<file path="config.mk">
export PLATFORM = sky130hd
export DESIGN_NAME = plos_out_skid
export DESIGN_NICKNAME = d
export VERILOG_FILES = /design/src/rtl/assert_macros.svh /design/src/rtl/plos_pkg.sv /design/src/rtl/plos_out_skid.sv
export SDC_FILE = /design/constraint.sdc
export NUM_CORES = 1
export LEC_CHECK = 0
export BUFFER_PORTS_ARGS = -buffer_cell sky130_fd_sc_hd__buf_4
export CORE_UTILIZATION = 46
export DETAILED_ROUTE_END_ITERATION = 16
export GPL_ROUTABILITY_DRIVEN = 0
export PLACE_DENSITY = 0.83
export SLEW_MARGIN = 20
export SYNTH_ARGS = -nofsm -noshare
export SYNTH_HDL_FRONTEND = slang
export SYNTH_SLANG_ARGS = --single-unit
</file>
<file path="constraint.sdc">
create_clock -name clk -period 1.9 [get_ports clk]
set_input_delay 0.38 -clock clk [delete_from_list [all_inputs] [get_ports clk]]
set_output_delay 0.38 -clock clk [all_outputs]
set_load 0.01 [all_outputs]
</file>
<file path="src/rtl/assert_macros.svh">
// ----------------------------------------------------------------------------
// Assertion macros
// Shared concurrent assertion forms, clocked on clk and held off in reset.
// ----------------------------------------------------------------------------
`ifndef ASSERT_MACROS_SVH
`define ASSERT_MACROS_SVH

`ifndef NO_ASSERTIONS

// Property holds at every clock edge out of reset
`define ASSERT_HOLDS(label, prop, msg) \
    label: assert property (@(posedge clk) disable iff (!rst_n) prop) else $error(msg);

// Consequent holds in the cycle after the antecedent
`define ASSERT_NEXT(label, ante, cons, msg) \
    label: assert property (@(posedge clk) disable iff (!rst_n) (ante) |=> (cons)) else $error(msg);

`else

`define ASSERT_HOLDS(label, prop, msg)

`define ASSERT_NEXT(label, ante, cons, msg)

`endif

`endif

</file>
<file path="src/rtl/plos_pkg.sv">
// ----------------------------------------------------------------------------
// plos_pkg
// Types, constants and codes shared by the weight matrix scanner modules.
// ----------------------------------------------------------------------------
`default_nettype none

package plos_pkg;

    // Window and alphabet sizes
    localparam int MAX_LEN  = 32;
    localparam int ALPHABET = 4;

    localparam int LEN_W    = (MAX_LEN > 1) ? $clog2(MAX_LEN) : 1;
    localparam int SYM_W    = (ALPHABET > 1) ? $clog2(ALPHABET) : 1;
    localparam int CNT_W    = 6;
    localparam int CMP_W    = ((LEN_W + 1) > CNT_W) ? (LEN_W + 1) : CNT_W;

    // Field widths
    localparam int REQ_W    = 2;
    localparam int POS_W    = 5;
    localparam int BASE_W   = 5;
    localparam int WEIGHT_W = 16;
    localparam int SCORE_W  = 22;
    localparam int STATUS_W = 2;
    localparam int TERM_W   = WEIGHT_W + 2;

    // Configuration port
    localparam int CFG_IDX_W  = 2;
    localparam int CFG_DATA_W = 6;
    localparam int MODE_W     = 2;

    localparam logic [CNT_W-1:0]  COUNT_TOP        = '1;
    localparam logic [CNT_W-1:0]  WORD_LENGTH_INIT = CNT_W'(8);

    typedef enum logic [REQ_W-1:0] {
        REQ_LOAD_WORD = 2'd0,
        REQ_LOAD_BG   = 2'd1,
        REQ_SCAN      = 2'd2,
        REQ_RESTART   = 2'd3
    } req_t;

    typedef enum logic [MODE_W-1:0] {
        MODE_WORD       = 2'd0,
        MODE_LOG_ODDS   = 2'd1,
        MODE_BACKGROUND = 2'd2
    } mode_t;

    typedef enum logic [STATUS_W-1:0] {
        ST_NOT_FULL     = 2'd0,
        ST_VALID        = 2'd1,
        ST_INVALID_BASE = 2'd2
    } status_t;

    typedef enum logic [CFG_IDX_W-1:0] {
        REG_WORD_LENGTH = 2'd0,
        REG_SCORE_MODE  = 2'd1
    } reg_t;

    // Input transaction
    typedef struct packed {
        logic [REQ_W-1:0]           req_type;
        logic [POS_W-1:0]           position;
        logic [BASE_W-1:0]          base_index;
        logic signed [WEIGHT_W-1:0] weight;
    } plos_in_t;

    // Result transaction
    typedef struct packed {
        logic signed [SCORE_W-1:0] score;
        logic [STATUS_W-1:0]       status;
    } plos_out_t;

    // Per-cell control
    typedef struct packed {
        logic clear;
        logic shift;
        logic wr_word;
    } cell_ctrl_t;

    // Broadcast to every cell
    typedef struct packed {
        logic                       base_ok;
        logic [SYM_W-1:0]           sym;
        logic [MODE_W-1:0]          mode;
        logic signed [WEIGHT_W-1:0] bg_weight;
        logic signed [WEIGHT_W-1:0] wr_weight;
    } cell_bus_t;

endpackage

`default_nettype wire

</file>
<file path="src/rtl/plos_out_skid.sv">
// ----------------------------------------------------------------------------
// plos_out_skid
// Output register with a skid stage: takes a result while the previous one
// waits, and asserts full once both slots hold a transaction.
// ----------------------------------------------------------------------------
`default_nettype none

module plos_out_skid (
    input  wire logic                 clk,
    input  wire logic                 rst_n,
    input  wire logic                 push,
    input  wire plos_pkg::plos_out_t  push_data,
    output logic                      full,
    output logic                      out_valid,
    input  wire logic                 out_stall,
    output plos_pkg::plos_out_t       out_data
);

    logic                 out_valid_reg;
    logic                 out_valid_next;
    logic                 skid_valid_reg;
    logic                 skid_valid_next;
    plos_pkg::plos_out_t  out_data_reg;
    plos_pkg::plos_out_t  out_data_next;
    plos_pkg::plos_out_t  skid_data_reg;
    plos_pkg::plos_out_t  skid_data_next;
    logic                 slot_free;

    // Advance the skid entry into the output slot when it frees
    always_comb
    begin
        slot_free       = !out_valid_reg || !out_stall;
        out_valid_next  = out_valid_reg;
        out_data_next   = out_data_reg;
        skid_valid_next = skid_valid_reg;
        skid_data_next  = skid_data_reg;
        if (slot_free)
        begin
            if (skid_valid_reg)
            begin
                out_valid_next  = 1'b1;
                out_data_next   = skid_data_reg;
                skid_valid_next = push;
                skid_data_next  = push_data;
            end
            else
            begin
                out_valid_next = push;
                out_data_next  = push_data;
            end
        end
        else if (push)
        begin
            skid_valid_next = 1'b1;
            skid_data_next  = push_data;
        end
    end

    always_ff @(posedge clk or negedge rst_n)
    begin
        if (!rst_n)
        begin
            out_valid_reg  <= 1'b0;
            skid_valid_reg <= 1'b0;
        end
        else
        begin
            out_valid_reg  <= out_valid_next;
            skid_valid_reg <= skid_valid_next;
        end
    end

    always_ff @(posedge clk)
    begin
        out_data_reg  <= out_data_next;
        skid_data_reg <= skid_data_next;
    end

    assign full      = skid_valid_reg;
    assign out_valid = out_valid_reg;
    assign out_data  = out_data_reg;

endmodule

`default_nettype wire

</file>
-- Yosys cells after proc, flatten, opt, wreduce, memory -nomap -nowiden
Index checks and enable logic that the tools add are counted.
- add/sub/neg operators: 0
- multipliers: 0
- div/mod/pow operators: 0
- $lt $le $gt $ge: 0
- equal/unequal tests: 1
- shifts and indexed selects: 0
- muxes and demuxes: 8
- bitwise gates (word level): 0
- reduce and logical (&&, ||, !) cells: 5
- operators with widths (cell ; number):
    $mux 24 ; 4
    $mux 1 ; 4
    $logic_not 1->1 ; 2
    $ne 2x2->1 const B ; 1
    $reduce_and 2->1 ; 1
    $reduce_bool 2->1 ; 1
    $logic_or 1x1->1 ; 1
- register bits after elaboration: 50
- latch bits: 0
- RAM bits: 0
- bits in read-only memories: 0
- input bits: 28
- output and inout bits: 26
- memories: 0

-- Logic depth before layout (Yosys ltp)
- depth after elaboration: 4
- depth in mapped cells: 4

-- Worst setup path after synthesis
No wires, ideal clock.
- path type: register -> register
- from: register out_valid_reg (netlist: out_valid)
- to: register skid_data_reg[0] in the netlist's numbering, enable pin
- data arrival time: 1571 ps
- setup slack: -30 ps
- stages on the path, launching flop included: 3
- buffers on the path: 0
- cell sequence: dfrtp_1 nand2_1 mux2_2
- cells in the longest elaborated chain, start to end: 4
- elaborated cells between the ends (all ways): 5
- classes of those cells: eq/ne (1); reduce/logical (4)
- ends and longest elaborated chain (item ; RTL line ; source):
    start: declaration ; plos_out_skid.sv:19 ; logic out_valid_reg;
    start signal: assignment ; plos_out_skid.sv:68 ; out_valid_reg <= out_valid_next;
    $logic_not 1->1 (*) ; plos_out_skid.sv:32 ; slot_free = !out_valid_reg || !out_stall;
    $logic_or 1x1->1 (*) ; plos_out_skid.sv:32 ;
    net slot_free ; plos_out_skid.sv:27 ; logic slot_free;
    $ne 2x2->1 (no line) / $reduce_bool 2->1 (equally long branches) ; -- ;
    $reduce_and 2->1 (no line) (*) ; -- ;
    end signal: assignment ; plos_out_skid.sv:76 ; skid_data_reg <= skid_data_next;
    end: declaration ; plos_out_skid.sv:25 ; plos_pkg::plos_out_t skid_data_reg;
Mark *: on every way through the listed nets, which the timed path passes. The rest lies on a longest branch.
A chain may end at the register's enable or synchronous reset.

-- Final worst setup path
- from: register out_valid_reg (netlist: out_valid)
- to: register skid_data_reg[22] in the netlist's numbering, enable pin
The elaborated chain is that of the path after synthesis.

==> flow_summary.ini <==
[setup_path]
critPathCaptureType = flip-flop
crit_path_max_fanout = 24
timing.rr.end = skid_data_reg[22]$_DFFE_PP_
cp_num_buf_inv = 0
r2r_cells = 2
crit_required_ps = 1830
critPathKind = flip-flop to flip-flop
crit_chain = nand2_2 > mux2_2
regToRegSetupSlack_ps = 450
arrival_ps = 1390
r2r_start = out_valid$_DFFE_PN0P_
worst_path_largest_cell_delay_ps = 600
path_delay_family = multiplexers
crit_path_start_kind = flip-flop
crit_path_top_delay_cell = mux2_2

[die]
die_x_um = 66.3
initial_core_util_pct = 47.6
die_h_um = 66.3
rows = 23
core_area_mm2 = 0.00400
ios = 54
dieArea_mm2 = 0.00440

[run_status]
outcome = completed

[power_and_ir_drop]
p_sw_share_pct = 22.0
power_density_mw_per_mm2 = 975
ir_drop_mv = 0.559
p_seq_share_pct = 59.0
p_leak_nw = 0.979
pwr-share-comb_pct = 17.2
p_clk_share_pct = 23.8
p_sw_w = 0.000524
internal-power_w = 0.00185

[detailed_routing]
dr.pass1.iters = 3
initialDrtViolationCount = 24
drt_wl_total_mm = 2.82
vias = 915
drt-wirelength-per-cell_um = 14.5
viasPerCell = 4.69
ant_nets = 0
drc = 0

[clock_tree]
cts_tree = done
clock_sinks = 50
post-cts-setup-buffers = 0
numCtsBuffers = 5
root_buffer = clkbuf_8
ctsHtreeMaxLevel = 2
clk_path_buf_depth = 2
insertion_delay_ps = 300
cts_hold_buf = 1
cts.clk_slew.worst_paths_ps = 80
cts_resized = 0

[place]
dp_slack_ps = 369
port_buffers = 53
placed_area_mm2 = 0.00235
hpwl_mm = 1.99
dp.cells = 186

[global_routing]
grtUsageTotal_pct = 14.4
grt_pass1_wl_mm = 4.43
grt_remaining_overflow = 0
grt_max_degree = 25
grt_pass1_vias = 975
antenna_found_initial = 0

[sta]
tightest_slew_ps = 559
setup_viol = 0
fin_worst_skew_ps = 5.47
fin_ws_ps = 445
slew_headroom_pct = 62.7
timing.fmax_mhz = 687
drv_slew = 0
hold_viol = 0
finalCritPeriodShare_pct = 76.6
finalSetupTns_ps = 0
rsz0062_at_grt = no
finalCriticalPeriod_ps = 1450

[finish]
drive_above_1_share_pct = 60.7
post-route-util_pct = 61.0
finalNonFillerCells = 195
final_area_mm2 = 0.00244
diodes = 0
syn_to_final_growth_pct = 28.1
finalNetCount = 172

[synth]
yosysWarnings = 0
synthCells = 83
syn-cell-area_mm2 = 0.00190
synth.avg_cell_area_um2 = 22.9
synthDistinctLibCells = 11
synth-seq-area-share_pct = 78.3
ys_seq_elements = 50
synthesis.nets = 111

[min_path]
hp-class = input pin to flip-flop
holdCritStartpoint = push_data[13]
holdPathEnd = skid_data_reg[13]$_DFFE_PP_
worstHoldPathCells = 1

[flow_run]
maxCapViolations = 0
[metal layers]
layer / global-route usage, % / routed length [um] / part of all wire (%)
met1: 17.1 / 1160 / 41
met2: 22.8 / 1400 / 50
met3: 5.17 / 222 / 7.9
met4: 7.18 / 40 / 1.4
met5: 0 / 0 / 0
[metrics by stage]
| stage | power (W) | hold WS, ps |
|---|---|---|
| floorplan | 0.00167 | 84.4 |
| global placement | 0.00183 | 163 |
| detailed placement | 0.00184 | 164 |
| CTS | 0.00241 | 251 |
| global route | 0.00248 | 250 |
| finish | 0.00238 | 264 |
[synthesized netlist by cell type]
cell type  count  share of area [%]
nor2_1         1               0.20
dfrtp_1        2                2.6
buf_6          2                1.2
buf_12         1                1.1
nand2b_1       1               0.33
a21oi_1        1               0.26
mux2_2         8                4.7
nand2_1        1               0.20
mux2_4        17                 13
a31oi_1        1               0.33
edfxtp_1      48                 76
[power by group through the flow]
stage          sequential [W]  combinational [W]  clock, W
2_1_floorplan         0.00146           0.000204         0
3_3_place_gp          0.00142           0.000401         0
3_5_place_dp          0.00143           0.000413         0
4_1_cts               0.00141           0.000414  0.000592
5_1_grt               0.00142           0.000441  0.000628
6_report              0.00140           0.000408  0.000566
[how the worst max path moves through the flow]
stage	startpoint	end	slack, ps	cells past startpoint
detailed placement	out_stall	skid_data_reg[4]$_DFFE_PP_	370	3
global route	out_valid$_DFFE_PN0P_	skid_data_reg[12]$_DFFE_PP_	350	2
global placement	out_stall	skid_data_reg[4]$_DFFE_PP_	420	3
CTS	out_valid$_DFFE_PN0P_	skid_data_reg[20]$_DFFE_PP_	420	2
finish	out_valid$_DFFE_PN0P_	skid_data_reg[22]$_DFFE_PP_	450	2
floorplan	out_valid$_DFFE_PN0P_	skid_data_reg[0]$_DFFE_PP_	230	2
[layout make-up]
| cell class | instances | area, um2 |
|---|---|---|
| Clock buffer | 6 | 72.6 |
| Clock inverter | 2 | 8.76 |
| Fill cell | 298 | 1560 |
| Multi-Input combinational cell | 30 | 373 |
| Sequential cell | 50 | 1490 |
| Tap cell | 50 | 62.6 |
| Timing Repair Buffer | 57 | 430 |
[cells by family (layout without fill, tap and decap cells)]
group                  Yosys count  count (layout)  synth area share [%]
multiplexers                    25              25                  18.1
AO/OA/AOI/OAI                    2               2                 0.591
buffers and inverters            3              65                  2.23
flip-flops                      50              50                  78.3
AND/OR/NAND/NOR                  3               3                 0.723
[layout by cell type, fill, tap and decap left out]
cell	n
clkinv_1	1
clkinv_2	1
mux2_4	17
edfxtp_1	48
a31oi_1	1
clkbuf_1	1
buf_4	56
nand2_2	1
nand2b_1	1
dfrtp_1	2
clkbuf_8	5
a21oi_1	1
nor2_1	1
dlygate4sd3_1	1
mux2_2	8
(Power assumes the default switching activity.)
