--- config.mk ---
export PLATFORM = sky130hd
export DESIGN_NAME = plos_cell
export DESIGN_NICKNAME = d
export VERILOG_FILES = /design/src/rtl/assert_macros.svh /design/src/rtl/plos_pkg.sv /design/src/rtl/plos_cell.sv
export SDC_FILE = /design/constraint.sdc
export NUM_CORES = 1
export LEC_CHECK = 0
export BUFFER_PORTS_ARGS = -buffer_cell sky130_fd_sc_hd__buf_2
export CORE_MARGIN = 2
export CORE_UTILIZATION = 55
export CTS_CLUSTER_DIAMETER = 200
export CTS_CLUSTER_SIZE = 14
export DETAILED_ROUTE_END_ITERATION = 12
export PLACE_DENSITY = 0.79
export SYNTH_ARGS = -nofsm -noshare
export SYNTH_HDL_FRONTEND = slang
export SYNTH_SLANG_ARGS = --single-unit
export TNS_END_PERCENT = 50
--- constraint.sdc ---
create_clock -name clk -period 6 [get_ports clk]
set_clock_uncertainty 0.2 [all_clocks]
set_input_delay 0.3 -clock clk [delete_from_list [all_inputs] [get_ports clk]]
set_output_delay 0.3 -clock clk [all_outputs]
set_load 0.005 [all_outputs]
--- src/rtl/assert_macros.svh ---
// ----------------------------------------------------------------------------
// Assertion macros
// Shared concurrent assertion forms, clocked on clk and held off in reset.
// ----------------------------------------------------------------------------
`ifndef ASSERT_MACROS_SVH
`define ASSERT_MACROS_SVH

`ifndef NO_ASSERTIONS

// Property holds at every clock edge out of reset
`define ASSERT_HOLDS(label, prop, msg) \
    label: assert property (@(posedge clk) disable iff (!rst_n) prop) else $error(msg);

// Consequent holds in the cycle after the antecedent
`define ASSERT_NEXT(label, ante, cons, msg) \
    label: assert property (@(posedge clk) disable iff (!rst_n) (ante) |=> (cons)) else $error(msg);

`else

`define ASSERT_HOLDS(label, prop, msg)

`define ASSERT_NEXT(label, ante, cons, msg)

`endif

`endif

--- src/rtl/plos_pkg.sv ---
// ----------------------------------------------------------------------------
// plos_pkg
// Types, constants and codes shared by the weight matrix scanner modules.
// ----------------------------------------------------------------------------
`default_nettype none

package plos_pkg;

    // Window and alphabet sizes
    localparam int MAX_LEN  = 32;
    localparam int ALPHABET = 4;

    localparam int LEN_W    = (MAX_LEN > 1) ? $clog2(MAX_LEN) : 1;
    localparam int SYM_W    = (ALPHABET > 1) ? $clog2(ALPHABET) : 1;
    localparam int CNT_W    = 6;
    localparam int CMP_W    = ((LEN_W + 1) > CNT_W) ? (LEN_W + 1) : CNT_W;

    // Field widths
    localparam int REQ_W    = 2;
    localparam int POS_W    = 5;
    localparam int BASE_W   = 5;
    localparam int WEIGHT_W = 16;
    localparam int SCORE_W  = 22;
    localparam int STATUS_W = 2;
    localparam int TERM_W   = WEIGHT_W + 2;

    // Configuration port
    localparam int CFG_IDX_W  = 2;
    localparam int CFG_DATA_W = 6;
    localparam int MODE_W     = 2;

    localparam logic [CNT_W-1:0]  COUNT_TOP        = '1;
    localparam logic [CNT_W-1:0]  WORD_LENGTH_INIT = CNT_W'(8);

    typedef enum logic [REQ_W-1:0] {
        REQ_LOAD_WORD = 2'd0,
        REQ_LOAD_BG   = 2'd1,
        REQ_SCAN      = 2'd2,
        REQ_RESTART   = 2'd3
    } req_t;

    typedef enum logic [MODE_W-1:0] {
        MODE_WORD       = 2'd0,
        MODE_LOG_ODDS   = 2'd1,
        MODE_BACKGROUND = 2'd2
    } mode_t;

    typedef enum logic [STATUS_W-1:0] {
        ST_NOT_FULL     = 2'd0,
        ST_VALID        = 2'd1,
        ST_INVALID_BASE = 2'd2
    } status_t;

    typedef enum logic [CFG_IDX_W-1:0] {
        REG_WORD_LENGTH = 2'd0,
        REG_SCORE_MODE  = 2'd1
    } reg_t;

    // Input transaction
    typedef struct packed {
        logic [REQ_W-1:0]           req_type;
        logic [POS_W-1:0]           position;
        logic [BASE_W-1:0]          base_index;
        logic signed [WEIGHT_W-1:0] weight;
    } plos_in_t;

    // Result transaction
    typedef struct packed {
        logic signed [SCORE_W-1:0] score;
        logic [STATUS_W-1:0]       status;
    } plos_out_t;

    // Per-cell control
    typedef struct packed {
        logic clear;
        logic shift;
        logic wr_word;
    } cell_ctrl_t;

    // Broadcast to every cell
    typedef struct packed {
        logic                       base_ok;
        logic [SYM_W-1:0]           sym;
        logic [MODE_W-1:0]          mode;
        logic signed [WEIGHT_W-1:0] bg_weight;
        logic signed [WEIGHT_W-1:0] wr_weight;
    } cell_bus_t;

endpackage

`default_nettype wire

--- src/rtl/plos_cell.sv ---
// ----------------------------------------------------------------------------
// plos_cell
// One window position: word weights for that position and one partial sum.
// Adds its term to the partial sum and hands the result to the next cell.
// ----------------------------------------------------------------------------
`default_nettype none

module plos_cell (
    input  wire logic                                   clk,
    input  wire logic                                   rst_n,
    input  wire plos_pkg::cell_ctrl_t                   ctrl,
    input  wire plos_pkg::cell_bus_t                    bus,
    input  wire logic signed [plos_pkg::SCORE_W-1:0]    ps_in,
    output logic signed [plos_pkg::SCORE_W-1:0]         sum_out
);

    logic signed [plos_pkg::WEIGHT_W-1:0] word_weight_reg [plos_pkg::ALPHABET];
    logic signed [plos_pkg::SCORE_W-1:0]  ps_reg;
    logic signed [plos_pkg::SCORE_W-1:0]  ps_next;
    logic signed [plos_pkg::WEIGHT_W-1:0] word_weight;
    logic signed [plos_pkg::TERM_W-1:0]   term;
    logic signed [plos_pkg::SCORE_W:0]    wide_sum;

    // Store word weights for this position
    always_ff @(posedge clk)
    begin
        if (ctrl.wr_word)
        begin
            word_weight_reg[bus.sym] <= bus.wr_weight;
        end
    end

    // Pick the term for the current base and mode
    always_comb
    begin
        word_weight = word_weight_reg[bus.sym];
        unique case (bus.mode)
            plos_pkg::MODE_WORD:
                term = plos_pkg::TERM_W'(word_weight);
            plos_pkg::MODE_LOG_ODDS:
                term = plos_pkg::TERM_W'(word_weight) - plos_pkg::TERM_W'(bus.bg_weight);
            default:
                term = plos_pkg::TERM_W'(bus.bg_weight);
        endcase
        if (!bus.base_ok)
        begin
            term = '0;
        end
    end

    // Add and saturate to the score range
    always_comb
    begin
        wide_sum = (plos_pkg::SCORE_W + 1)'(ps_reg) + (plos_pkg::SCORE_W + 1)'(term);
        if (wide_sum[plos_pkg::SCORE_W] != wide_sum[plos_pkg::SCORE_W-1])
        begin
            sum_out = wide_sum[plos_pkg::SCORE_W]
                    ? {1'b1, {(plos_pkg::SCORE_W-1){1'b0}}}
                    : {1'b0, {(plos_pkg::SCORE_W-1){1'b1}}};
        end
        else
        begin
            sum_out = wide_sum[plos_pkg::SCORE_W-1:0];
        end
    end

    // Take the upstream sum on a scan, drop it on restart
    always_comb
    begin
        ps_next = ps_reg;
        if (ctrl.clear)
        begin
            ps_next = '0;
        end
        else if (ctrl.shift)
        begin
            ps_next = ps_in;
        end
    end

    always_ff @(posedge clk or negedge rst_n)
    begin
        if (!rst_n)
        begin
            ps_reg <= '0;
        end
        else
        begin
            ps_reg <= ps_next;
        end
    end

endmodule

`default_nettype wire

# [After elaboration in Yosys (flattened, before gate mapping)]
# Memory sizes are Yosys's and may differ from the RTL's.
# Index checks and enable logic that the tools add are counted.
[op_classes] add_sub_neg=2 mux=8 eq_ne=2 reduce_logical=2
[ops] op="two-way mux 22 bit" count=4
[ops] op="case mux 18 bit (2 select lines)" count=1
[ops] op="adder 22 x 18 -> 23 bit" count=1
[ops] op="two-way mux 18 bit" count=1
[ops] op="subtractor 16 x 16 -> 17 bit" count=1
[ops] op="== test 2 x 1 -> 1 bit (second input constant)" count=1
[ops] op="zero test 2 bit" count=1
[ops] op="two-way mux 1 bit" count=2
[ops] op="nonzero test 2 bit" count=1
[ops] op="inequality test 1 bit" count=1
[word_totals] mem_count=1 output_inout_bits=22 word_cells=16 input_bits=64 ramBits=64 register_bits=22
[memory_table] name="word_weight_reg" depth=4 width=16 rd=1 rd_clocked_by_memory_dff=0 write_ports=1 line_no="plos_cell.sv:17" text="logic signed [plos_pkg::WEIGHT_W-1:0] word_weight_reg [plos_pkg::ALPHABET];"

# [Logic depth before layout (Yosys ltp)]
# An unclocked memory read counts as a cell.
[depth] word_depth=7 depth_mapped=25 depth_no_buf=22

# [Worst setup path before layout]
# No wires, ideal clock.
[synth_timing] path_type="input-to-output" startpoint="input bus[35] in the netlist's numbering" endpoint="output sum_out[10] in the netlist's numbering" t_arrival_ns=5.121 stages=24 path_buffers=3 path_slack_ns=0.379 path_cell_list="buf_1 -> clkbuf_1 -> mux4_2 -> inv_1 -> ha_1 -> fa_1 -> nand3b_1 -> a21oi_1 -> o21ai_0 -> a21oi_1 -> nor3_1 -> mux2_2 -> a31o_2 -> a21oi_1 -> ha_1 -> nand2_1 -> o2111ai_1 -> a221o_1 -> a311oi_2 -> o31ai_4 -> xor2_4 -> nand2_4 -> buf_6 -> a21oi_2"
[synth_via] elab_chain_cells=7 word_cells_on_any_way=8 classes_between="2 x add/sub; 1 x eq/ne; 4 x mux; 1 x memory"
[synth_lines] element="start, declared" line_no="plos_cell.sv:12" text="input wire plos_pkg::cell_bus_t bus,"
[synth_lines] element="memory (4 x 16 bit) (*)"
[synth_lines] element="subtractor 16 x 16 -> 17 bit" line_no="plos_cell.sv:41" text="term = plos_pkg::TERM_W'(word_weight) - plos_pkg::TERM_W'(bus.bg_weight);"
[synth_lines] element="case mux 18 bit (2 select lines) (*)" line_no="plos_cell.sv:37" text="unique case (bus.mode)"
[synth_lines] element="two-way mux 18 bit (*)" line_no="plos_cell.sv:45" text="if (!bus.base_ok)"
[synth_lines] element="adder 22 x 18 -> 23 bit (*)" line_no="plos_cell.sv:54" text="wide_sum = (plos_pkg::SCORE_W + 1)'(ps_reg) + (plos_pkg::SCORE_W + 1)'(term);"
[synth_lines] element="two-way mux 22 bit / inequality test 1 bit (equally long branches)" line_no="plos_cell.sv:58, plos_cell.sv:55"
[synth_lines] element="two-way mux 22 bit (*)" line_no="plos_cell.sv:55" text="if (wide_sum[plos_pkg::SCORE_W] != wide_sum[plos_pkg::SCORE_W-1])"
[synth_lines] element="end, declared" line_no="plos_cell.sv:14" text="output logic signed [plos_pkg::SCORE_W-1:0] sum_out"
# Every way passes the cells marked *; elsewhere a longest branch is shown, timed or not.

# [Worst setup path after layout]
[layout_timing] startpoint="memory word_weight_reg[0][5] in the netlist's numbering" endpoint="output sum_out[9] in the netlist's numbering"
[layout_via] elab_chain_cells=7 word_cells_on_any_way=8 classes_between="2 x add/sub; 1 x eq/ne; 4 x mux; 1 x memory"
[layout_lines] element="start, declared" line_no="plos_cell.sv:17"
[layout_lines] element="memory (4 x 16 bit) (*)"
[layout_lines] element="subtractor 16 x 16 -> 17 bit" line_no="plos_cell.sv:41"
[layout_lines] element="case mux 18 bit (2 select lines) (*)" line_no="plos_cell.sv:37"
[layout_lines] element="two-way mux 18 bit (*)" line_no="plos_cell.sv:45"
[layout_lines] element="adder 22 x 18 -> 23 bit (*)" line_no="plos_cell.sv:54"
[layout_lines] element="two-way mux 22 bit / inequality test 1 bit (equally long branches)" line_no="plos_cell.sv:58, plos_cell.sv:55"
[layout_lines] element="two-way mux 22 bit (*)" line_no="plos_cell.sv:55"
# Marked as above.

==> qor.csv <==
metric,value,unit
most common flop cell mapped by yosys,edfxtp_1,
leading area contributor after synthesis,edfxtp_1,
Total Routing Usage GR,24.0,%
xor/xnor cell area share of the yosys netlist,4.09,%
final setup vio count,0,
total die area,11400,um^2
hpwl dp,9650,um
Async SR Flop Fraction,25.6,%
die width,107,um
syn_nets,651,
initial antenna violation count,0,
IO Count,86,
clock tree from TritonCTS,done,
"Clk pin slew, worst setup/hold paths",0.10,ns
WP data required,5.50,ns
Residual DRC,0,
clk sink count,86,
RSZ-0062 raised after global routing,true,
"top cells by area, synth","edfxtp_1, dfrtp_1, ha_1, mux4_2, mux2i_1",
Final #Nets,788,
Synth Instances,543,
Max clock buf depth,2,
slew margin rel.,44.0,%
Via Count,4610,
via/cell ratio,5.62,
routability cong.,0.908,
Total Power,1.65,mW
max reg flops,64,
synth unique cells,63,
Root Buffer,clkbuf_8,
synth cell count leaders,"edfxtp_1, nor2_1, nand2_1, ha_1, a21oi_1",
drt initial violations,412,
CP Launch Type,register,
Std-Cell Rows,37,
Tightest Hold Check Type,input pin to register,
Leakage,3.12,nW
Final Hold Viols,0,
wire per inst,16.4,um
Initial Util,56.6,%
Die H,107,um
adder-cell share of the synthesized area,10.3,%
number of synthesized flops with an enable pin,64,
FILL cells,737,
Core ar.,10300,um^2
register area share after synthesis,42.5,%
largest net degree at the start of global routing,23,
crit share post-route,96.1,%
"count leader, synth",edfxtp_1,
PD cells,227,nW/um^2
vias in the first global route,4583,
status,completed,
#FFs+latches synth,86,
Worst IR Drop VDD,0.000216,V
CP max FO,4,
number of diodes,0,
Synth top area share,33.0,%
Syn Area/Cell,10.7,um^2
CP arrival,5.26,ns
Routed WL,13500,um
Pins Over Slew Limit,0,
largest family of logic cells by synthesized area,compound AO/OA/AOI/OAI gates,
Port Buffer Count,85,
reg2reg path depth,2,
Synth Area in Simple Gates,11.9,%
fraction of layout cells with a size suffix above 1,28.9,%
crit path capture type,output pin,
Synth warnings,0,
number of H-tree levels,3,
gr ovfl total,0,
Synth Area in Compound Gates,16.3,%
synthesized area,5820,um^2
critical path class,register to output pin,
final core occ,70.6,%
max frequency,0.173,GHz
Least-Margin Pin Slew,0.840,ns
clock latency on the worst-skew pair,0.36,ns
DRT Pass-1 Iters,5,
Hold Path Depth,3,
remaining antenna violation count after routing,0,
TritonCTS Buffers,9,
mux contribution to synthesized area,11.2,%
Layout area overhead,24.7,%
first-pass GRT wire length,21400,um
max_cap viols,0,
final period demand of the worst path,5.76,ns
## cell usage in the layout, fill, tap and decap left out, types with 4 or more instances in the layout
master,netlist,layout
dlygate4sd3_1,0,34
o21ai_0,27,23
and2_1,5,5
a21o_1,6,6
nand2b_1,8,8
nand2_1,47,44
o21ai_1,3,5
buf_2,1,85
mux4_2,15,15
buf_4,1,22
o21a_1,9,9
ha_1,42,35
a21oi_1,39,35
mux2i_1,28,28
xor2_1,10,10
xnor2_1,14,14
edfxtp_1,64,64
inv_1,32,31
clkbuf_8,0,9
a211oi_1,4,4
a31oi_1,4,4
nor3_1,10,8
a21oi_2,9,12
nor2_1,50,48
dfrtp_1,22,22
nand3_1,7,7
ha_4,0,4
o211ai_1,7,7
## area by class of cell
cell class,count,area (um^2),area share [%]
Timing Repair Buffer,145,985,13.6
Tap cell,136,170,2.35
Multi-Input combinational cell,406,3310,45.7
Clock buffer,9,124,1.71
Sequential cell,86,2470,34.1
Clock inverter,7,68.8,0.949
Inverter,32,120,1.66
## kinds of logic after synthesis
family | after synthesis
flops | 86
mux | 46
xor+xnor | 25
fa+ha+maj | 47
buf+inv | 51
simple gates | 148
compound gates | 140
## path summary, 6_finish.rpt
kind	startpoint	endpoint	slack [ns]
setup / recovery	word_weight_reg[0][5]	sum_out[9]	0.24
hold / removal	ps_in[10]	ps_reg[10]	0.002
setup reg to reg	ps_reg[13]	ps_reg[13]	5.04
hold reg to reg	ps_reg[6]	ps_reg[6]	0.34
max in group asynchronous	rst_n	ps_reg[13]	5.00
min in group asynchronous	rst_n	ps_reg[4]	0.24
## critical path, cell delays in order, from the launching register on
cell       delay (ns)
edfxtp_1         0.40
mux4_2           0.53
ha_1             0.31
a2111oi_4        0.36
a211oi_1         0.09
a21bo_2          0.22
a21boi_1         0.08
o31ai_2          0.31
buf_4            0.17
a31oi_1          0.08
nor2_1           0.14
ha_1             0.30
nand2_2          0.12
o2111ai_1        0.11
a221o_1          0.38
a311oi_2         0.20
buf_4            0.17
o31ai_4          0.07
xor2_4           0.18
buf_6            0.15
buf_4            0.13
maj3_2           0.28
buf_2            0.12
## power by group
| part | total, mW | internal [mW] | leakage (nW) | switching, mW |
|---|---|---|---|---|
| Clock | 0.396 | 0.160 | 0.0960 | 0.236 |
| Sequential | 0.682 | 0.671 | 0.880 | 0.0109 |
| Combinational | 0.568 | 0.270 | 2.15 | 0.297 |
| Total | 1.65 | 1.10 | 3.12 | 0.544 |
## through the flow
step,setup TNS (ns),worst slack [ns],area [um^2],hold slack (ns),instances
final,0,0.235,7250,0.00153,821
after CTS,0,0.00270,6950,0.000202,807
after detailed placement,-0.175,-0.0692,6380,0.111,754
after global routing,-0.0599,-0.0398,7250,0.00526,821
after floorplan,0,0.379,5820,-0.196,543
after global placement,0,0.145,6380,0.105,754
## per-layer routing
metal | track usage (%) | wire, um | vias to the layer above
met1 | 29.7 | 5870 | 2161
met3 | 3.89 | 607 | 26
met5 | 0 | 0 | -
met4 | 7.14 | 271 | 0
li1 | - | - | 2283
met2 | 43.0 | 6750 | 140
## timing repair
| action | CTS | global route |
|---|---|---|
| hold buffers | 34 | 0 |
| setup endpoints to repair | 18 | 21 |
| cloned | 0 | 0 |
| buffers inserted | 3 | 14 |
| resized for setup | 4 | 42 |
| hold endpoints to repair | 103 | 0 |
| pin swaps | 1 | 12 |
Power figures use the tool's default switching activity.
